## config.mk

```make
export PLATFORM = sky130hd
export DESIGN_NAME = pfr_div
export DESIGN_NICKNAME = d
export VERILOG_FILES = /design/src/design/pfr_pkg.sv /design/src/design/pfr_div.sv
export SDC_FILE = /design/constraint.sdc
export NUM_CORES = 1
export LEC_CHECK = 0
export BUFFER_PORTS_ARGS = -buffer_cell sky130_fd_sc_hd__buf_2
export CORE_MARGIN = 2
export CORE_UTILIZATION = 30
export DETAILED_ROUTE_END_ITERATION = 12
export PLACE_DENSITY = 0.56
export SKIP_CTS_REPAIR_TIMING = 1
export SYNTH_ARGS = -nofsm -noshare
export SYNTH_HDL_FRONTEND = slang
export SYNTH_SLANG_ARGS = --single-unit
```

## constraint.sdc

```tcl
create_clock -name clk -period 3.5 [get_ports clk]
set_input_delay 0.7 -clock clk [delete_from_list [all_inputs] [get_ports clk]]
set_output_delay 0.7 -clock clk [all_outputs]
set_load 0.1 [all_outputs]
```

## src/design/pfr_pkg.sv

```systemverilog
// ----------------------------------------------------------------------------
// pfr_pkg: shared types and constants of the particle filter resampler
// Fixed point sizes, function codes, register indexes, controller states,
// divider handshake structs and the xorshift32 step.
// ----------------------------------------------------------------------------
package pfr_pkg;

  localparam int PARTICLES   = 64;
  localparam int PRIOR_DEPTH = 256;
  localparam int PROB_BITS   = 16;

  localparam int WW        = PROB_BITS + 1;          // posteriors and weights, 0..ONE
  localparam int PIDX_W    = $clog2(PARTICLES);
  localparam int PCNT_W    = $clog2(PARTICLES + 1);
  localparam int RIDX_W    = $clog2(PRIOR_DEPTH);
  localparam int RCNT_W    = $clog2(PRIOR_DEPTH + 1);
  localparam int TOT_W     = WW + PIDX_W;
  localparam int PROD_W    = PROB_BITS + TOT_W;
  localparam int DIV_CNT_W = $clog2(WW + 1);
  localparam int PART_W    = 2 * PROB_BITS + 2 * WW;
  localparam int QENT_W    = 3 * WW;

  // fixed widths of the ports
  localparam int FUNC_W    = 2;
  localparam int INDEX_W   = 8;
  localparam int CFG_IDX_W = 2;
  localparam int CFG_W     = 32;
  localparam int KPROB_W   = 16;
  localparam int SEED_W    = 32;
  localparam int RCFG_W    = 9;
  localparam int PCFG_W    = 7;

  localparam logic [WW-1:0] ONE  = {1'b1, {PROB_BITS{1'b0}}};
  localparam logic [WW-1:0] HALF = {2'b01, {(PROB_BITS - 1){1'b0}}};

  typedef enum logic [FUNC_W-1:0] {
    FUNC_LOAD  = 2'd0,
    FUNC_START = 2'd1,
    FUNC_OBS   = 2'd2
  } func_t;

  typedef enum logic [CFG_IDX_W-1:0] {
    CFG_RESAMPLE_PROB  = 2'd0,
    CFG_PRNG_SEED      = 2'd1,
    CFG_PRIOR_COUNT    = 2'd2,
    CFG_PARTICLE_COUNT = 2'd3
  } cfg_idx_t;

  typedef enum logic [4:0] {
    S_IDLE, S_ST_DRAW, S_ST_WR,
    S_UP_RD, S_UP_A, S_UP_B, S_UP_Q, S_UP_WR,
    S_NM_RD, S_NM_S1, S_NM_W1, S_NM_S2, S_NM_W2, S_NM_WR,
    S_DRAW, S_WK_RD, S_WK_CK, S_PK_RD, S_PK_USE,
    S_RS_PRI, S_RS_PWR
  } state_t;

  typedef struct packed {
    logic          start;
    logic [WW-1:0] num;
    logic [WW-1:0] den;
  } div_req_t;

  typedef struct packed {
    logic          busy;
    logic          done;
    logic [WW-1:0] quot;
  } div_rsp_t;

  function automatic logic [31:0] xorshift32(input logic [31:0] s);
    logic [31:0] t;
    t = s ^ (s << 13);
    t = t ^ (t >> 17);
    t = t ^ (t << 5);
    return t;
  endfunction

endpackage

```

## src/design/pfr_div.sv

```systemverilog
// ----------------------------------------------------------------------------
// pfr_div: posterior normalizer
// Restoring divider, one quotient bit a cycle: quot = (num << PROB_BITS) / den,
// valid for num <= den. A zero divisor gives zero.
// ----------------------------------------------------------------------------
module pfr_div (
  input  logic             clk,
  input  logic             rst,
  input  pfr_pkg::div_req_t req,
  output pfr_pkg::div_rsp_t rsp
);
  import pfr_pkg::*;

  logic [WW-1:0]        rem;
  logic [WW-1:0]        sh;
  logic [WW-1:0]        den;
  logic [WW-1:0]        quot;
  logic [DIV_CNT_W-1:0] left;
  logic                 busy;
  logic                 done;
  logic [WW:0]          rem2;
  logic                 fits;

  assign rem2 = {rem, sh[WW-1]};
  assign fits = rem2 >= {1'b0, den};

  always_ff @(posedge clk) begin
    if (rst) begin
      busy <= 1'b0;
      done <= 1'b0;
      left <= '0;
    end else begin
      done <= 1'b0;
      if (req.start) begin
        busy <= 1'b1;
        left <= DIV_CNT_W'(WW);
      end else if (busy) begin
        left <= left - 1'b1;
        if (left == DIV_CNT_W'(1)) begin
          busy <= 1'b0;
          done <= 1'b1;
        end
      end
    end
  end

  // the top bits of num << PROB_BITS start as the partial remainder
  always_ff @(posedge clk) begin
    if (req.start) begin
      rem  <= req.num >> 1;
      sh   <= {req.num[0], {(WW - 1){1'b0}}};
      den  <= req.den;
      quot <= '0;
    end else if (busy) begin
      rem  <= fits ? WW'(rem2 - {1'b0, den}) : rem2[WW-1:0];
      sh   <= sh << 1;
      quot <= {quot[WW-2:0], fits};
    end
  end

  assign rsp.busy = busy;
  assign rsp.done = done;
  assign rsp.quot = (den == '0) ? '0 : quot;

endmodule
```

After elaboration in Yosys (flattened, before gate mapping)
Index checks and enable logic that the tools add are counted.
{ "word_totals": {"regBits": 59, "out_inout_bits": 19, "elab_cells": 30} }
{ "op_classes": {"addsub": 2, "order_cmp": 1, "n_eq_ne": 1, "mux": 12, "bitwise_logic": 1, "reduce_logical": 4} }
{ "ops": {"columns": ["operator", "count"], "rows": [
  ["$mux W17", 4],
  ["$mux W16", 2],
  ["$ge A18 B17 Y1", 1],
  ["$logic_not A17 Y1", 1],
  ["$sub A17 B17 Y17", 1],
  ["$mux W5", 2],
  ["$eq A5 B1 Y1 const B", 1],
  ["$sub A5 B1 Y5 const B", 1],
  ["$mux W1", 4],
  ["$reduce_or A3 Y1", 1],
  ["$reduce_bool A2 Y1", 1],
  ["$reduce_or A2 Y1", 1],
  ["$not A1 Y1", 1]
]} }

Logic depth before layout (Yosys ltp)
{ "depth": {"word_depth": 4, "ltp_mapped": 12, "ltp_nobuf": 10} }

Least setup slack after synthesis
Ideal clock, no wire load.
{ "synth_path": {"path_kind": "register to output", "startpoint": "register den[8]", "endpoint": "output rsp[10] in the netlist's numbering", "arrival_time_ns": 2.079, "setup_slack_ns": 0.721, "path_stages_with_launch": 6, "path_buffers": 1, "cell_sequence": "edfxtp_1 > nor4_1 > nand4_1 > nor4_1 > clkbuf_1 > nor2b_1"} }
{ "synth_rtl": {"columns": ["item", "line", "text"], "rows": [
  ["start, declared", "pfr_div.sv:16", "logic [WW-1:0] den;"],
  ["start signal, assigned", "pfr_div.sv:52", "den <= req.den;"],
  ["end, declared", "pfr_div.sv:10", "output pfr_pkg::div_rsp_t rsp"]
]} }

Worst setup path after layout
{ "layout_path": {"startpoint": "register sh[16]", "endpoint": "register rem[11] (data pin)"} }
{ "layout_via": {"elab_chain_len": 4, "elab_cells_between_ends": 5} }
{ "layout_rtl": {"columns": ["item", "line", "text"], "rows": [
  ["start, declared", "pfr_div.sv:15", "logic [WW-1:0] sh;"],
  ["start signal, assigned", "pfr_div.sv:51", "sh <= {req.num[0], {(WW - 1){1'b0}}};"],
  ["start signal, assigned", "pfr_div.sv:56", "sh <= sh << 1;"],
  ["$sub A17 B17 Y17 / $ge A18 B17 Y1 (equally long branches)", "pfr_div.sv:55, pfr_div.sv:25", null],
  ["$mux W17 *", "pfr_div.sv:55", "rem <= fits ? WW'(rem2 - {1'b0, den}) : rem2[WW-1:0];"],
  ["$mux W16 *", "pfr_div.sv:54", "end else if (busy) begin"],
  ["$mux W16 *", "pfr_div.sv:49", "if (req.start) begin"],
  ["end signal, assigned", "pfr_div.sv:50", "rem <= req.num >> 1;"],
  ["end signal, assigned", "pfr_div.sv:55", null],
  ["end, declared", "pfr_div.sv:14", "logic [WW-1:0] rem;"]
]} }
Every way passes the cells marked *; elsewhere a longest branch is shown, timed or not. The select of a mux whose other input is x is not followed.
A chain may end at the register's enable or synchronous reset.

==> impl_metrics.csv <==
group,metric,value,unit
detailed_routing,route.vias.total,2866,
floorplan,die_x,114,um
critical_path,crit_path_end,"rem[11]",
critical_path,rr_worst_depth,11,
timing,grt_setup_unrepaired,"false",
grt,grt-ovfl-total,0,
detailed_routing,ant_nets,0,
synthesis,ys.flop_type,"edfxtp_1",
power,power.share.switching,33.8,%
synthesis,synth_top_area_share,28.2,%
critical_path,setup.worst_path.start,"sh[16]",
synthesis,synth_top_family_by_area,"simple AND/OR/NAND/NOR gates",
power,p_clk_share,32.3,%
final_layout,n_antenna_cell,0,
hold_path,hold_path_class,"reg2reg",
placed_design,gp_congestion,0.866,
power,p_seq_share,33.4,%
detailed_routing,routed_wl,8220,um
clock_tree,cts.htree.levels,3,
grt,antenna_found_initial,0,
detailed_routing,drtPass1Iterations,4,
power,p_leak,1.88,nW
critical_path,path_max_fanout,9,
final_layout,fin_nets,486,
outcome,outcome,"finished clean",
critical_path,crit_type,"reg2reg",
synthesis,synth_fp_nets,440,
synthesis,synthSimpleGateAreaFrac,18.3,%
placed_design,port-buffer-count,55,
power,p_int,0.00175,W
detailed_routing,drt_iter0_markers,115,
grt,grt_pass1_vias,2780,
synthesis,synth_warnings,0,
placed_design,dpl-instance-area,3990,um^2
critical_path,slowest_delay,0.49,ns
critical_path,rr_endpoint,"rem[11]",
floorplan,io_pins,56,
synthesis,yosys.area.top_type,"edfxtp_1",
synthesis,synth.distinct_cells,57,
timing,period_share,84.4,%
timing,period_minus_slack,2.95,ns
placed_design,dpl.hpwl,6090,um
final_layout,area_growth,18.4,%
critical_path,r2r_setup_slack,0.55,ns
final_layout,final_design_area_no_fill,4280,um^2
critical_path,slowest_stage,"and3_1",
timing,drv_slew,0,
critical_path,cp-end-kind,"flip-flop",
critical_path,critPathRequiredTime,3.67,ns
synthesis,synth.avg_cell_area,9.44,um^2
clock_tree,clockBufferDepth,2,
detailed_routing,drc,0,
critical_path,cp_cell_sequence,"inv_1 > ha_1 > inv_1 > fa_1 > a211oi_1 > nor2_1 > o211ai_1 > and3_1 > buf_4 > a21oi_1 > a21oi_1",
grt,grt_max_degree,46,
grt,grtUsageTotal,13.4,%
critical_path,start_kind,"flip-flop",
synthesis,synth.yosys.seq_area_share,42.1,%
synthesis,synth_compound_area_share,16.4,%
power,p_sw,0.000896,W
clock_tree,cts_root_buf,"clkbuf_16",
clock_tree,clk_latency,0.33,ns
synthesis,synth_seq_cells,59,
synthesis,syn_area,3620,um^2
synthesis,synthXorXnorAreaFrac,3.15,%
synthesis,synthAdderAreaFrac,7.13,%
critical_path,r2r_start,"sh[16]",
floorplan,start_util,30.4,%
final_layout,final_util,36.0,%
job,max_cap_violations,0,
critical_path,cp_data_arrival_time,3.12,ns
clock_tree,clock-sinks,59,
timing,worstMarginPinSlew,0.829,ns
timing,final.setup.tns,0,ns
timing,fmax,339,MHz
timing,relSlewSlack,44.8,%
timing,setup_viol,0,
clock_tree,cts_inserted_buffers,9,
final_layout,drive_gt1_share,19.4,%
power,irDropWorstVdd,0.259,mV
floorplan,dieArea,13000,um^2
synthesis,synthMuxAreaShare,6.68,%
detailed_routing,wire_per_inst,14.1,um
power,power_density,618,nW/um^2
clock_tree,clk_pin_slew,0.05,ns
floorplan,rows,40,
floorplan,fp.coreArea,11900,um^2
timing,finalHoldViolCount,0,
power,p_comb_share,34.3,%
synthesis,synthArstFlopShare,0,%
clock_tree,cts_tree,"built",
grt,grt_pass1_wl,13600,um
synthesis,synth_edf_count,34,
timing,finClkSkew,0.0104,ns
floorplan,die_h,114,um
synthesis,synth_area_leaders,"edfxtp_1 (28%), dfxtp_1 (14%), ha_1 (6.6%)",
detailed_routing,vias_per_cell,4.93,
synthesis,syn_inst,383,
## sequential cells by signal (all words and copies together) (netlist names)
name	flops
quot	17
left	5
rem	17
sh	1
done	1
den	17
busy	1
## cells in the mapped netlist (all sizes together), types with 11 or more instances
| master | number |
|---|---|
| nand2 | 23 |
| a21oi | 35 |
| inv | 26 |
| nor2b | 21 |
| dfxtp | 25 |
| ha | 19 |
| buf | 12 |
| mux2i | 23 |
| edfxtp | 34 |
| o21ai | 11 |
| nor2 | 35 |
| clkbuf | 13 |
## final cells by class
cell class                 instances  area [um^2]
sequential                        59         1520
fill                            1215         7630
multi-input combinational        273         1870
inverter                          26         97.6
timing repair buffer              60          313
clock inverter                     1         5.00
clock buffer                      15          289
tap                              147          184
## worst min-delay path by stage
stage | from | endpoint | depth (start not counted)
finish | left[1] | left[1] | 2
floorplan | quot[16] | quot[16] | 2
global placement | quot[16] | quot[16] | 2
CTS | left[1] | left[1] | 2
global route | left[1] | left[1] | 2
detailed placement | left[1] | left[1] | 2
## cells in the final DEF (no fill, tap or decap), types with 2 or more instances in the layout
cell / netlist / final
buf_2: 5 / 55
nor2_1: 35 / 35
a21oi_1: 34 / 34
edfxtp_1: 34 / 34
inv_1: 26 / 26
dfxtp_1: 25 / 25
nand2_1: 23 / 23
mux2i_1: 23 / 23
nor2b_1: 21 / 21
ha_1: 19 / 19
o21ai_0: 11 / 11
clkbuf_16: 0 / 10
and2b_1: 9 / 9
nand3_1: 8 / 8
xnor2_1: 8 / 8
nor4_1: 8 / 7
a21o_1: 6 / 6
nor3_1: 6 / 6
xor2_1: 5 / 5
buf_4: 4 / 5
nand4_1: 4 / 4
o211ai_1: 4 / 4
o21bai_1: 4 / 4
a211o_1: 3 / 3
o21a_1: 3 / 3
or3_1: 3 / 3
and3_1: 3 / 3
clkbuf_1: 13 / 3
a22o_1: 2 / 2
o2111ai_1: 2 / 2
a211oi_1: 2 / 2
a31oi_1: 2 / 2
nor4b_1: 2 / 2
clkbuf_8: 0 / 2
## routing by layer
| metal | GRT usage (%) | vias up | wire length [um] |
|---|---|---|---|
| li1 | - | 1462 | - |
| met1 | 17.6 | 1319 | 3940 |
| met2 | 21.3 | 68 | 3730 |
| met3 | 2.71 | 17 | 331 |
| met4 | 6.50 | 0 | 216 |
| met5 | 0 | - | 0 |
## cells by family (layout without fill, tap and decap cells)
kind of cell,Yosys count,count (layout)
and+or+nand+nor,128,128
AOI/OAI and AO/OA,88,88
DFF,59,59
buffers and inverters,51,102
muxes,24,24
adders and majority gates,20,20
xor gates and xnor gates,13,13
## power groups by stage
| stage | Sequential (W) | Combinational, W | Clock [W] |
|---|---|---|---|
| after floorplan | 0.000876 | 0.000743 | 0 |
| after global placement | 0.000897 | 0.000894 | 0 |
| after detailed placement | 0.000898 | 0.000900 | 0 |
| after CTS | 0.000885 | 0.000906 | 0.000877 |
| after global routing | 0.000893 | 0.00101 | 0.000913 |
| final | 0.000885 | 0.000908 | 0.000856 |
## stage by stage
| stage | hold slack [ns] | instances | setup slack (ns) | power [W] |
|---|---|---|---|---|
| floorplan | 0.454 | 383 | 0.721 | 0.00162 |
| CTS | 0.507 | 581 | 0.539 | 0.00267 |
| global route | 0.536 | 581 | 0.262 | 0.00282 |
| finish | 0.501 | 581 | 0.547 | 0.00265 |
| detailed placement | 0.502 | 565 | 0.561 | 0.00180 |
| global placement | 0.472 | 565 | 0.624 | 0.00179 |
## critical path: cells and delay by family, from the launching register on
family,cells,cell delay (ns)
buffers and inverters,3,0.42
and+or+nand+nor,2,0.60
adders and majority gates,2,0.59
DFF,1,0.35
AOI/OAI and AO/OA,4,0.82
No activity file was read; power rests on OpenSTA's default activity.
